$ cat src/hw/rtl/depth_pixel_back_projection_macros.svh
// Assertion helpers for the top-level RTL file, depth_pixel_back_projection.sv.
`ifndef DEPTH_PIXEL_BACK_PROJECTION_MACROS_SVH
`define DEPTH_PIXEL_BACK_PROJECTION_MACROS_SVH

// Same-cycle implication, checked out of reset.
`define DPBP_ASSERT_NOW(label, clk, rst_n, ante, cons, msg) \
  label: assert property (@(posedge clk) disable iff (!rst_n) (ante) |-> (cons)) \
    else $error(msg);

// Next-cycle implication, checked out of reset.
`define DPBP_ASSERT_NEXT(label, clk, rst_n, ante, cons, msg) \
  label: assert property (@(posedge clk) disable iff (!rst_n) (ante) |=> (cons)) \
    else $error(msg);

`endif

$ cat src/hw/rtl/dpbp_pkg.sv
package dpbp_pkg;

  localparam int unsigned ROW_W   = 9;
  localparam int unsigned COL_W   = 10;
  localparam int unsigned DEPTH_W = 16;
  localparam int unsigned CFG_W   = 16;
  localparam int unsigned IDX_W   = 3;
  localparam int unsigned DIFF_W  = 18;
  localparam int unsigned PROD_W  = DIFF_W + DEPTH_W + 1;
  localparam int unsigned MAG_W   = 32;
  localparam int unsigned COORD_W = 32;
  localparam int unsigned FRONT_LAT = 3;
  localparam int unsigned DIV_LAT   = MAG_W;

  localparam logic [CFG_W-1:0] FOCAL_X_RST  = 16'd9469;
  localparam logic [CFG_W-1:0] FOCAL_Y_RST  = 16'd9460;
  localparam logic [CFG_W-1:0] CENTER_X_RST = 16'd5068;
  localparam logic [CFG_W-1:0] CENTER_Y_RST = 16'd3993;

  typedef enum logic [IDX_W-1:0] {
    REG_FOCAL_X  = 3'd0,
    REG_FOCAL_Y  = 3'd1,
    REG_CENTER_X = 3'd2,
    REG_CENTER_Y = 3'd3
  } reg_idx_t;

  typedef struct packed {
    logic [CFG_W-1:0] focal_x;
    logic [CFG_W-1:0] focal_y;
    logic [CFG_W-1:0] center_x;
    logic [CFG_W-1:0] center_y;
  } cfg_t;

  typedef struct packed {
    logic               valid;
    logic               neg_x;
    logic               zero_x;
    logic [MAG_W-1:0]   mag_x;
    logic               neg_y;
    logic               zero_y;
    logic [MAG_W-1:0]   mag_y;
    logic [DEPTH_W-1:0] z;
    logic [ROW_W-1:0]   row;
    logic [COL_W-1:0]   col;
  } front_t;

endpackage

$ cat src/hw/rtl/dpbp_div.sv
module dpbp_div (
  input  logic                        clk,
  input  logic [dpbp_pkg::MAG_W-1:0]  dividend,
  input  logic [dpbp_pkg::CFG_W-1:0]  divisor,
  output logic [dpbp_pkg::MAG_W-1:0]  quotient
);
  import dpbp_pkg::*;

  logic [CFG_W-1:0] rem_r  [MAG_W];
  logic [MAG_W-1:0] work_r [MAG_W];

  for (genvar k = 0; k < MAG_W; k++) begin : g_stage
    logic [CFG_W-1:0] rem_in;
    logic [MAG_W-1:0] work_in;
    logic [CFG_W:0]   trial;
    logic [CFG_W:0]   diff;
    logic             fits;

    if (k == 0) begin : g_first
      assign rem_in  = '0;
      assign work_in = dividend;
    end else begin : g_next
      assign rem_in  = rem_r[k-1];
      assign work_in = work_r[k-1];
    end

    assign trial = {rem_in, work_in[MAG_W-1]};
    assign diff  = trial - {1'b0, divisor};
    assign fits  = trial >= {1'b0, divisor};

    always_ff @(posedge clk) begin
      rem_r[k]  <= fits ? diff[CFG_W-1:0] : trial[CFG_W-1:0];
      work_r[k] <= {work_in[MAG_W-2:0], fits};
    end
  end

  assign quotient = work_r[MAG_W-1];

endmodule

$ cat config.mk
export PLATFORM = sky130hd
export DESIGN_NAME = dpbp_div
export DESIGN_NICKNAME = d
export VERILOG_FILES = /design/src/hw/rtl/depth_pixel_back_projection_macros.svh /design/src/hw/rtl/dpbp_pkg.sv /design/src/hw/rtl/dpbp_div.sv
export SDC_FILE = /design/constraint.sdc
export NUM_CORES = 2
export LEC_CHECK = 0
export ABC_AREA = 1
export BUFFER_PORTS_ARGS = -buffer_cell sky130_fd_sc_hd__buf_2
export CAP_MARGIN = 20
export CORE_AREA = 2 2 421 423
export CTS_CLUSTER_SIZE = 40
export DETAILED_ROUTE_END_ITERATION = 16
export DIE_AREA = 0 0 423 425
export GPL_TIMING_DRIVEN = 0
export PLACE_DENSITY = 0.61
export SLEW_MARGIN = 20
export SYNTH_ARGS = -nofsm -noshare
export SYNTH_HDL_FRONTEND = slang
export SYNTH_SLANG_ARGS = --single-unit
export TNS_END_PERCENT = 30
$ cat constraint.sdc
create_clock -name clk -period 3.36 [get_ports clk]
set_clock_uncertainty 0.15 [all_clocks]
set_input_delay 1.008 -clock clk [delete_from_list [all_inputs] [get_ports clk]]
set_output_delay 1.008 -clock clk [all_outputs]
set_load 0.01 [all_outputs]
After elaboration in Yosys (flattened, before gate mapping). Memories as Yosys holds them, arrays and structs flattened. Index checks and enable logic that the tools add are counted.

Memory bits (writable): 1536. Memories kept: 2. Flip-flop bits (word level): 0.

Order comparisons: 32. Multiplexer cells: 32. Add/subtract/negate cells: 32.

Memories: work_r (depth 32, width 32, rd ports 32, clocked after memory_dff 0, write ports 32, RTL line dpbp_div.sv:10) `logic [MAG_W-1:0] work_r [MAG_W];`; rem_r (depth 32, width 16, rd ports 31, clocked after memory_dff 0, write ports 32, RTL line dpbp_div.sv:9) `logic [CFG_W-1:0] rem_r [MAG_W];`.

Operator list (count): $ge A17 B16 Y1 (31); $mux W16 (32); $sub A16 B16 Y16 (31); $ge A1 B16 Y1 (1); $sub A1 B16 Y16 (1).

Logic depth before layout (Yosys ltp). An unclocked memory read counts as a cell.

Depth after elaboration: 3. Mapped depth: 15. Gate-level depth less buffers: 13.

Worst setup path before layout. Ideal clock, no wire load.

Path kind: input-to-reg. Start point: in divisor[8] (netlist name). End point: mem rem_r[23][14], in the netlist rem_r[1][126]. Data arrival time: 3.184 ns. Library setup time: 0.112 ns. Cell stages on the path: 10. Path slack: -0.087 ns. Cell sequence: clkinv_1 ha_1 nand2_1 nor2_1 nand3_1 nand3_2 nand3_4 buf_2 nand3_1 nand2_1.

RTL lines: start, declared (RTL line dpbp_div.sv:4) `input logic [dpbp_pkg::CFG_W-1:0] divisor,`; end, declared (RTL line dpbp_div.sv:9).

==> results_dict.tcl <==
set metrics [dict create \
    status "finished, final reports clean" \
    drcViolationCount 0 \
    power_mw 71.5 \
    met1_usage 0.259 \
    hold_depth 1 \
    num_vias 57500 \
    critical_path_buf_inv_count 5 \
    ys.flop_type "dfxtp_1" \
    gp_congestion 0.913 \
    clk_latency_ns 0.85 \
    ys_seq_area_frac 0.437 \
    crit_chain "buf_2 -> clkinv_4 -> ha_1 -> nand2_1 -> inv_1 -> nand2_1 -> nand2_1 -> inv_1 -> nand3_2 -> nand2_1 -> nand2_1 -> buf_6 -> o21ai_0" \
    vdd_drop_max_v 0.000581 \
    first_global_vias 54600 \
    worst_path_most_repeated_cell "nand2_1" \
    syn-num-nets 10100 \
    postCtsSetupRepairBufs 0 \
    dp_hpwl_mm 134 \
    start_kind "input pin" \
    htree_levels 4 \
    num_rows 154 \
    fin_crit_sh 0.943 \
    tightestPinTransition_ns 0.963 \
    ys.warnings.count 0 \
    cts_root_buf "clkbuf_16" \
    worstPathRequired_ns 3.84 \
    antenna_found_initial 6 \
    min_path_type "input pin to register" \
    placed_cell_area_sq_um 73500 \
    fin_hold_ws_ns 0.109 \
    cp_max_fo 38 \
    num_io_pins 81 \
    post_drt_wl_per_cell_um 14.7 \
    io_buffers 80 \
    cts_tree "yes" \
    rr_worst_depth 11 \
    timing.rr.end "rem_r[0][241]" \
    fin_nets 10300 \
    finalWorstSetupSlack_ns 0.192 \
    final-max-slew-violation-count 0 \
    grt.total_usage 0.198 \
    syn_inst 9477 \
    worstPathArrival_ns 3.65 \
    holdPathEnd "work_r[0][2]" \
    fin_crit_ns 3.17 \
    area_delta_synth_final_pct 13.6 \
    setup_viol 0 \
    synth-seq-cells 1520 \
    met2_usage 0.330 \
    synth-async-reset-ratio 0 \
    vias_per_cell 4.71 \
    clkTransAtPathRegs_ns 0.06 \
    die_x_um 423 \
    clock.fmax_ghz 0.316 \
    synth_cell_types 44 \
    grt_max_degree 39 \
    cts_buffer_depth 3 \
    rr_startpoint "rem_r[0][231]" \
    fin_util 0.451 \
    synth_edf_count 0 \
    grt_pass1_wl_mm 285 \
    die-height_um 425 \
    grt_overflow_total 0 \
    start_util 0.398 \
    final_hold_viol_count 0 \
    fin_area_sq_um 79200 \
    crit_family "buffers and inverters" \
    hold_path.startpoint "dividend[1]" \
    path_class "input pin to register" \
    rsz0062_at_grt "no" \
    wl_mm 180 \
    drive_gt1_frac 0.0671 \
    drt-initial-drc-count 3942 \
    met3_usage 0.0297 \
    crit_path_top_delay_cell "ha_1" \
    post_synth_instance_area_sq_um 69700 \
    cp-end-kind "register" \
    cts_hold_buffers 0 \
    slew_headroom 0.353 \
    r2r_slack_ns 0.97 \
    die_area_sq_um 180000 \
    cts_inserted_buffers 162 \
    slowest_delay_ns 0.61 \
    cts.sinks 1520 \
    avgSynthCellArea_sq_um 7.36 \
    grt_busiest_layer "met2" \
    p_leak_nw 43.2 \
    core_sq_um 175000 \
    p_per_area_nw_per_um2 903 \
    ant_nets 0 \
    dp_slack_ns -0.521 \
    drv_cap 0 \
    cts_resized 0 \
    drtPass1Iterations 6 \
]
==> layout by cell type (no fill, tap or decap), types with 96 or more instances in the layout <==
master,n
nand2_1,3691
dfxtp_1,1520
inv_1,1436
nand3_1,782
ha_1,498
nor2_1,360
a21oi_1,283
clkbuf_16,162
xor2_1,140
nand4_1,133
buf_2,114
nor3_1,96
==> cells in the mapped netlist, drive strengths merged, types with 13 or more instances <==
cell | number | area share
or2 | 24 | 0.0022
fa | 30 | 0.0086
nor4 | 13 | 0.0022
nor3 | 97 | 0.0071
nand3 | 807 | 0.060
and2 | 16 | 0.0014
inv | 1458 | 0.079
nand3b | 60 | 0.0065
o21a | 23 | 0.0025
o21ai | 24 | 0.0017
nand2 | 3751 | 0.21
xor2 | 140 | 0.018
a21oi | 283 | 0.020
nand4 | 133 | 0.012
buf | 100 | 0.012
o21bai | 18 | 0.0019
nor2 | 402 | 0.025
ha | 498 | 0.089
dfxtp | 1520 | 0.44
xnor2 | 45 | 0.0057
==> cell type report <==
cell class	instances	area, sq um
Antenna cell	1	2.50
Buffer	112	870
Clock buffer	203	4390
Clock inverter	90	1250
Fill cell	17600	96200
Inverter	1460	5520
Multi-Input combinational cell	6385	32900
Sequential cell	1520	30400
Tap cell	2340	2930
Timing Repair Buffer	96	842
==> cells by family after synthesis <==
logic type | Yosys count | synth area share
buffers and inverters | 1572 | 0.0911
AO/OA/AOI/OAI | 351 | 0.0268
XOR/XNOR | 185 | 0.0232
AND/OR/NAND/NOR | 5321 | 0.324
adder cells (fa/ha/maj) | 528 | 0.0980
flip-flops | 1520 | 0.437
==> sequential cells by signal, indices dropped and copies added, names as in the netlist <==
name / count
rem_r: 496
work_r: 1024
==> worst max-delay path by stage <==
stage,from,end,cells past startpoint
after CTS,divisor[8],rem_r[0][241],13
after floorplan,divisor[11],rem_r[0][84],11
final,divisor[8],rem_r[0][241],13
after global placement,divisor[1],rem_r[1][221],13
after global routing,divisor[8],rem_r[1][105],12
after detailed placement,divisor[8],rem_r[0][241],13
==> per-stage QoR <==
stage	setup TNS [ns]	instances
4_1_cts	0	12200
3_3_place_gp	-1957.90	11900
6_report	0	12200
2_1_floorplan	0	9477
3_5_place_dp	-168.55	11900
5_1_grt	0	12200
==> power breakdown <==
group / internal (mW) / leakage [nW] / switching, mW
clock: 10.6 / 2.70 / 7.74
combinational: 10.2 / 27.8 / 18.6
sequential: 22.3 / 12.7 / 2.16
total: 43.0 / 43.2 / 28.5
==> per-layer routing <==
| layer | vias up | wire length, um |
|---|---|---|
| li1 | 29900 | - |
| met1 | 25800 | 82800 |
| met2 | 1336 | 81700 |
| met3 | 353 | 8940 |
| met4 | 2 | 6350 |
| met5 | - | 9 |
No activity file was read; power rests on OpenSTA's default activity.
