--- src/hw/rtl/depth_pixel_back_projection_macros.svh ---
// Assertion helpers for the top-level RTL file, depth_pixel_back_projection.sv.
`ifndef DEPTH_PIXEL_BACK_PROJECTION_MACROS_SVH
`define DEPTH_PIXEL_BACK_PROJECTION_MACROS_SVH

// Same-cycle implication, checked out of reset.
`define DPBP_ASSERT_NOW(label, clk, rst_n, ante, cons, msg) \
  label: assert property (@(posedge clk) disable iff (!rst_n) (ante) |-> (cons)) \
    else $error(msg);

// Next-cycle implication, checked out of reset.
`define DPBP_ASSERT_NEXT(label, clk, rst_n, ante, cons, msg) \
  label: assert property (@(posedge clk) disable iff (!rst_n) (ante) |=> (cons)) \
    else $error(msg);

`endif

--- src/hw/rtl/dpbp_pkg.sv ---
package dpbp_pkg;

  localparam int unsigned ROW_W   = 9;
  localparam int unsigned COL_W   = 10;
  localparam int unsigned DEPTH_W = 16;
  localparam int unsigned CFG_W   = 16;
  localparam int unsigned IDX_W   = 3;
  localparam int unsigned DIFF_W  = 18;
  localparam int unsigned PROD_W  = DIFF_W + DEPTH_W + 1;
  localparam int unsigned MAG_W   = 32;
  localparam int unsigned COORD_W = 32;
  localparam int unsigned FRONT_LAT = 3;
  localparam int unsigned DIV_LAT   = MAG_W;

  localparam logic [CFG_W-1:0] FOCAL_X_RST  = 16'd9469;
  localparam logic [CFG_W-1:0] FOCAL_Y_RST  = 16'd9460;
  localparam logic [CFG_W-1:0] CENTER_X_RST = 16'd5068;
  localparam logic [CFG_W-1:0] CENTER_Y_RST = 16'd3993;

  typedef enum logic [IDX_W-1:0] {
    REG_FOCAL_X  = 3'd0,
    REG_FOCAL_Y  = 3'd1,
    REG_CENTER_X = 3'd2,
    REG_CENTER_Y = 3'd3
  } reg_idx_t;

  typedef struct packed {
    logic [CFG_W-1:0] focal_x;
    logic [CFG_W-1:0] focal_y;
    logic [CFG_W-1:0] center_x;
    logic [CFG_W-1:0] center_y;
  } cfg_t;

  typedef struct packed {
    logic               valid;
    logic               neg_x;
    logic               zero_x;
    logic [MAG_W-1:0]   mag_x;
    logic               neg_y;
    logic               zero_y;
    logic [MAG_W-1:0]   mag_y;
    logic [DEPTH_W-1:0] z;
    logic [ROW_W-1:0]   row;
    logic [COL_W-1:0]   col;
  } front_t;

endpackage

--- src/hw/rtl/dpbp_front.sv ---
module dpbp_front #(
  parameter int FRAME_COLS = 640,
  parameter int FRAME_ROWS = 480
) (
  input  logic                          clk,
  input  logic                          rst_n,
  input  logic                          accept,
  input  logic [dpbp_pkg::ROW_W-1:0]    pixel_row,
  input  logic [dpbp_pkg::COL_W-1:0]    pixel_col,
  input  logic [dpbp_pkg::DEPTH_W-1:0]  depth_value,
  input  dpbp_pkg::cfg_t                cfg,
  output dpbp_pkg::front_t              front
);
  import dpbp_pkg::*;

  logic                      s1_valid_r, s2_valid_r, s3_valid_r;
  logic signed [DIFF_W-1:0]  dx_r, dy_r;
  logic [DEPTH_W-1:0]        z1_r, z2_r, z3_r;
  logic [ROW_W-1:0]          row1_r, row2_r, row3_r;
  logic [COL_W-1:0]          col1_r, col2_r, col3_r;
  logic signed [PROD_W-1:0]  px_r, py_r;
  logic                      neg_x_r, zero_x_r, neg_y_r, zero_y_r;
  logic [MAG_W-1:0]          mag_x_r, mag_y_r;

  logic                      s1_valid_nxt;
  logic signed [DIFF_W-1:0]  dx_nxt, dy_nxt;
  logic signed [PROD_W-1:0]  px_abs, py_abs;

  always_comb begin
    s1_valid_nxt = accept && (depth_value != '0)
                   && (int'(pixel_row) < FRAME_ROWS) && (int'(pixel_col) < FRAME_COLS);
    dx_nxt = $signed({4'b0, pixel_col, 4'b0}) - $signed({2'b0, cfg.center_x});
    dy_nxt = $signed({5'b0, pixel_row, 4'b0}) - $signed({2'b0, cfg.center_y});
    px_abs = px_r[PROD_W-1] ? -px_r : px_r;
    py_abs = py_r[PROD_W-1] ? -py_r : py_r;
  end

  always_ff @(posedge clk) begin
    if (!rst_n) begin
      s1_valid_r <= 1'b0;
      s2_valid_r <= 1'b0;
      s3_valid_r <= 1'b0;
    end else begin
      s1_valid_r <= s1_valid_nxt;
      s2_valid_r <= s1_valid_r;
      s3_valid_r <= s2_valid_r;
    end
  end

  always_ff @(posedge clk) begin
    dx_r     <= dx_nxt;
    dy_r     <= dy_nxt;
    z1_r     <= depth_value;
    row1_r   <= pixel_row;
    col1_r   <= pixel_col;
    px_r     <= PROD_W'(dx_r) * PROD_W'($signed({1'b0, z1_r}));
    py_r     <= PROD_W'(dy_r) * PROD_W'($signed({1'b0, z1_r}));
    z2_r     <= z1_r;
    row2_r   <= row1_r;
    col2_r   <= col1_r;
    neg_x_r  <= px_r[PROD_W-1];
    zero_x_r <= (px_r == '0);
    mag_x_r  <= px_abs[MAG_W-1:0];
    neg_y_r  <= py_r[PROD_W-1];
    zero_y_r <= (py_r == '0);
    mag_y_r  <= py_abs[MAG_W-1:0];
    z3_r     <= z2_r;
    row3_r   <= row2_r;
    col3_r   <= col2_r;
  end

  always_comb begin
    front.valid  = s3_valid_r;
    front.neg_x  = neg_x_r;
    front.zero_x = zero_x_r;
    front.mag_x  = mag_x_r;
    front.neg_y  = neg_y_r;
    front.zero_y = zero_y_r;
    front.mag_y  = mag_y_r;
    front.z      = z3_r;
    front.row    = row3_r;
    front.col    = col3_r;
  end

endmodule

--- config.mk ---
export PLATFORM = sky130hd
export DESIGN_NAME = dpbp_front
export DESIGN_NICKNAME = d
export VERILOG_FILES = /design/src/hw/rtl/depth_pixel_back_projection_macros.svh /design/src/hw/rtl/dpbp_pkg.sv /design/src/hw/rtl/dpbp_front.sv
export SDC_FILE = /design/constraint.sdc
export NUM_CORES = 2
export LEC_CHECK = 0
export ABC_CLOCK_PERIOD_IN_PS = 12300
export BUFFER_PORTS_ARGS = -buffer_cell sky130_fd_sc_hd__buf_2
export CAP_MARGIN = 20
export CORE_ASPECT_RATIO = 0.8
export CORE_MARGIN = 2
export CORE_UTILIZATION = 40
export CTS_BUF_LIST = sky130_fd_sc_hd__clkbuf_4
export DETAILED_ROUTE_END_ITERATION = 7
export HOLD_SLACK_MARGIN = 0.03
export PLACE_DENSITY_LB_ADDON = 0.15
export SETUP_SLACK_MARGIN = 0.02
export SKIP_CTS_REPAIR_TIMING = 1
export SLEW_MARGIN = 10
export SYNTH_ARGS = -nofsm -noshare
export SYNTH_HDL_FRONTEND = slang
export SYNTH_SLANG_ARGS = --single-unit
--- constraint.sdc ---
create_clock -name clk -period 12.3 [get_ports clk]
set_clock_uncertainty 0.05 [all_clocks]
set_input_delay 1.845 -clock clk [delete_from_list [all_inputs] [get_ports clk]]
set_output_delay 1.845 -clock clk [all_outputs]
set_load 0.02 [all_outputs]
======== Yosys cells after proc, flatten, opt, wreduce, memory -nomap -nowiden ========
Cells that the tools add are included.
word-level totals
  bits in registers ....................... 278
  bits of input ports ..................... 102
operators by class
  $mul .................................... 2
  $add $sub $neg .......................... 4
  $lt $le $gt $ge ......................... 2
  multiplexer cells ....................... 2
  reduce and logical (&&, ||, !) cells .... 6
operators with widths
  cell                                                 number
  35-bit zero test                                     2
  17-bit by 17-bit multiplier with 34-bit output       2
  32-bit 2-to-1 mux                                    2
  32-bit negation                                      2
  13-bit by 16-bit subtractor with 17-bit output       1
  14-bit by 16-bit subtractor with 17-bit output       1
  16-bit nonzero test                                  1
  10-bit less-than comparator (second input constant)  1
  9-bit less-than comparator (second input constant)   1
  1-bit logical AND                                    3

======== Logic depth before layout (Yosys ltp) ========
  depth after elaboration ................. 4
  mapped depth ............................ 25

======== Worst setup path after synthesis ========
No wires, ideal clock.
  path type ............................... register to register
  from .................................... register, netlist name dy_r[16]
  to ...................................... register, netlist name py_r[33]
  data required time ...................... 12.129 ns
  path slack .............................. 6.311 ns
  data arrival time ....................... 5.819 ns
  setup time .............................. 0.121 ns
  stages on the path, launching flop included .. 22
  buffers on the path ..................... 1
  clock period less this slack ............ 5.989 ns
  path through ............................ dfxtp_1 clkbuf_1 nand2_1 inv_1 fa_1 inv_1 fa_1 fa_1 fa_1 fa_1 fa_1 inv_1 ha_1 nand3_1 nor2_1 nand3_1 o22a_1 a311oi_1 a2111oi_0 o21bai_1 a21oi_1 xnor2_1
on the way
  cells in the longest elaborated chain, start to end .. 1
ends and longest elaborated chain
  item                                            line              text
  17-bit by 17-bit multiplier with 34-bit output  dpbp_front.sv:57  py_r <= PROD_W'(dy_r) * PROD_W'($signed({1'b0, z1_r}));
No other way between the ends.
A chain may end at the register's enable or synchronous reset.

======== Final worst setup path ========
  from .................................... register z1_r[2]
  to ...................................... register, netlist name py_r[33]
on the way
  cells in the longest elaborated chain, start to end .. 1
ends and longest elaborated chain
  item                                            line              text
  start: declaration                              dpbp_front.sv:18  logic [DEPTH_W-1:0] z1_r, z2_r, z3_r;
  start signal: assignment                        dpbp_front.sv:53  z1_r <= depth_value;
  17-bit by 17-bit multiplier with 34-bit output  dpbp_front.sv:57
No other way between the ends.

==> results.md <==
- H-Tree Depth: 3
- Syn_nets: 3908
- Area delta synth->final: 9.668%
- R2R Path Start: z1_r[2]$_DFF_P_
- Fraction of layout cells with a size suffix above 1: 10.08%
- Max-Cap Viols: 0
- Most frequent CP cell: fa_1
- Slowest CP cell: a311oi_1
- CP endpoint kind: register
- Core box area: 72120 sq um
- Max Slew Vio Count: 0
- Gpl congestion: 0.8429
- Status: complete, no violations
- Max_slew headroom: around 22%
- First-pass DRT Iterations: 5
- Worst reg2reg path depth: 21
- Port bufs: 173
- Num ports: slightly above 200
- 1st-iter DRT viols: between 900 and 1000
- WL final: ~64 mm
- Hpwl dp: about 51 mm
- Overflow after GRT: 0
- Crit-path max FO: 35
- Setup TNS: 0 ns
- Worst Path Required: 12.94 ns
- Period utilization: 58.31%
- CTS tree: built
- CP bufs+invs: 4
- Vias per cell: 4.787
- Hold WC Path Type: register to register
- Final hold violation count: 0
- Hold-critical path endpoint: z3_r[15]$_DFF_P_
- Mapped cell area: 29120 sq um
- Register bit total from synthesis: 278
- Worst-Skew Late Latency: 0.84 ns
- Number of CTS-inserted buffers: between 70 and 80
- Pin count of the biggest net entering global routing: 36
- Count of cell types in the netlist: 71
- FF-to-FF End: py_r[33]$_DFF_P_
- Initial Utilization: 40.37%
- Die span in x: 305.7 microns
- Vias post-DR: 20260
- RSZ-0062 raised after global routing: false
- Crit path cell chain: buf_4 -> nand2_1 -> inv_1 -> fa_1 -> inv_1 -> fa_1 -> fa_1 -> fa_1 -> fa_1 -> fa_1 -> inv_1 -> ha_1 -> nand3_1 -> nor2_1 -> nand3_1 -> o22a_1 -> a311oi_1 -> a2111oi_0 -> o21bai_1 -> a21oi_1 -> xnor2_1
- Hold Crit Start: z2_r[15]$_DFF_P_
- Clock transition at path regs: 0.08 ns
- Drt drc: 0
- Total GRT Usage: 18.28%
- Top_reg_cell synth: dfxtp_1
- Critical path type: register to register
- WL per Instance: around 15 microns
- FFs w/ async S/R, synth: 0%
- WP data arrival: just under 8 ns
- Std cell rows: a little under 90
- Clk sinks: around 280
- Crit path largest cell delay: 0.62 ns
- EDFF count, synth: 0
- Post-synthesis sequential area ratio: 19.11%
- Hold-critical path depth: 0
- Synth warn: 0
- Remaining antenna violation count: 0
- Die ar.: between 70000 and 80000 sq um
- Root buffer cell: clkbuf_4
- Initial antenna violation count: 11
- Die Height: 245.3 microns
- Final setup fails: 0
- FMAX: 139.4 MHz
- Kind of cell adding the most delay to the critical path: adder cells
- Layout Nets: 4084
- Clock buffer depth: 3
- Post-Syn Instances: 3051
- Syn Area/Cell: 9.544 sq um
- First-pass GRT wire length: 109.9 mm
- Worst Max-Slew Pin Slew: approximately 1.2 ns
- Critical Path Source Type: register
- Vias in the first global route: 21930
- Crit path time final: 7.173 ns
- Internal reg-to-reg setup slack: 5.13 ns
stage by stage:
step	cell area (sq um)	hold slack (ns)	util [%]	setup WS [ns]	instances
final	31930	0.2637	44.28	5.127	4232
after global routing	31930	0.2759	44.27	4.735	4231
after CTS	31910	0.2562	44.25	5.108	4229
after detailed placement	30940	0.2621	42.91	5.168	4094
after global placement	30940	0.2603	42.91	5.322	4094
after floorplan	29120	0.2596	-	6.311	3051
cell usage after synthesis, types with 5 or more instances:
cell	number	share of area (%)
inv_1	759	9.8
fa_1	558	38
nand2_1	385	5.0
dfxtp_1	278	19
and2_1	226	4.9
ha_1	197	8.5
xnor2_1	132	4.0
clkbuf_1	89	1.1
a21oi_1	60	1.0
nor2_1	58	0.75
o21ai_0	35	0.60
o31ai_1	19	0.49
o21ai_1	18	0.31
nand3_1	17	0.29
nor3_1	17	0.29
xor2_1	16	0.48
a21o_1	15	0.39
nor2b_1	12	0.26
o21a_1	12	0.31
or3_1	11	0.24
nor4_1	10	0.21
o21bai_1	10	0.26
o41ai_1	10	0.30
nand2b_1	8	0.17
a211oi_1	7	0.18
a31oi_1	7	0.15
and3_1	7	0.15
or4_1	6	0.15
buf_4	5	0.13
state kept, by name (all words and copies together), names as in the netlist, 9 cells and up:
signal   cells
z2_r        16
dx_r        17
row2_r       9
py_r        34
px_r        34
z1_r        16
mag_x_r     32
row1_r       9
col3_r      10
dy_r        17
mag_y_r     32
z3_r        16
row3_r       9
col1_r      10
col2_r      10
area by class of cell:
class | instances | area [sq um]
multi-input combinational | 1919 | 20330
inverter | 759 | 2849
timing repair buffer | 194 | 1031
antenna | 2 | 5.005
fill | 7114 | 40190
tap | 945 | 1182
sequential | 278 | 5569
clock inverter | 32 | 195.2
clock buffer | 103 | 773.2
cell usage in the layout (no fill, tap or decap), types with 5 or more instances in the layout:
| master | netlist | final |
|---|---|---|
| inv_1 | 759 | 759 |
| fa_1 | 558 | 558 |
| nand2_1 | 385 | 385 |
| dfxtp_1 | 278 | 275 |
| and2_1 | 226 | 226 |
| ha_1 | 197 | 197 |
| buf_2 | 0 | 173 |
| xnor2_1 | 132 | 132 |
| clkbuf_4 | 0 | 103 |
| a21oi_1 | 60 | 60 |
| nor2_1 | 58 | 58 |
| o21ai_0 | 35 | 35 |
| buf_4 | 5 | 20 |
| o31ai_1 | 19 | 19 |
| clkinv_1 | 0 | 19 |
| o21ai_1 | 18 | 18 |
| nand3_1 | 17 | 17 |
| nor3_1 | 17 | 17 |
| xor2_1 | 16 | 16 |
| a21o_1 | 15 | 15 |
| o21a_1 | 12 | 12 |
| nor2b_1 | 12 | 12 |
| or3_1 | 11 | 11 |
| o21bai_1 | 10 | 10 |
| o41ai_1 | 10 | 10 |
| nor4_1 | 10 | 10 |
| nand2b_1 | 8 | 8 |
| and3_1 | 7 | 7 |
| a211oi_1 | 7 | 7 |
| a31oi_1 | 7 | 7 |
| or4_1 | 6 | 6 |
| clkinv_2 | 0 | 5 |
per-layer routing:
layer | global-route usage [%] | routed length, microns
met4 | 4.955 | 1268
met3 | 5.188 | 4892
met1 | 25.58 | 29980
met5 | 0 | 70
met2 | 27.75 | 27980
kinds of logic after synthesis:
family	after synthesis	share of synthesized area (%)
buf+inv	854	11.07
simple gates	784	13.18
fa+ha+maj	755	46.83
flops	278	19.11
compound gates	232	5.354
xor+xnor	148	4.452
worst max-delay path by stage:
stage,slack (ns),start,cells past startpoint,to
global route,4.73,z1_r[8]$_DFF_P_,22,px_r[33]$_DFF_P_
finish,5.13,z1_r[2]$_DFF_P_,21,py_r[33]$_DFF_P_
floorplan,6.31,dy_r[16]$_DFF_P_,21,py_r[33]$_DFF_P_
global placement,5.32,z1_r[8]$_DFF_P_,20,py_r[32]$_DFF_P_
CTS,5.11,z1_r[3]$_DFF_P_,20,py_r[33]$_DFF_P_
detailed placement,5.17,z1_r[3]$_DFF_P_,20,py_r[33]$_DFF_P_
Power is left out: the tool's default activity adds up to more than one toggle a clock period on the data nets, which glitch-free logic cannot reach.
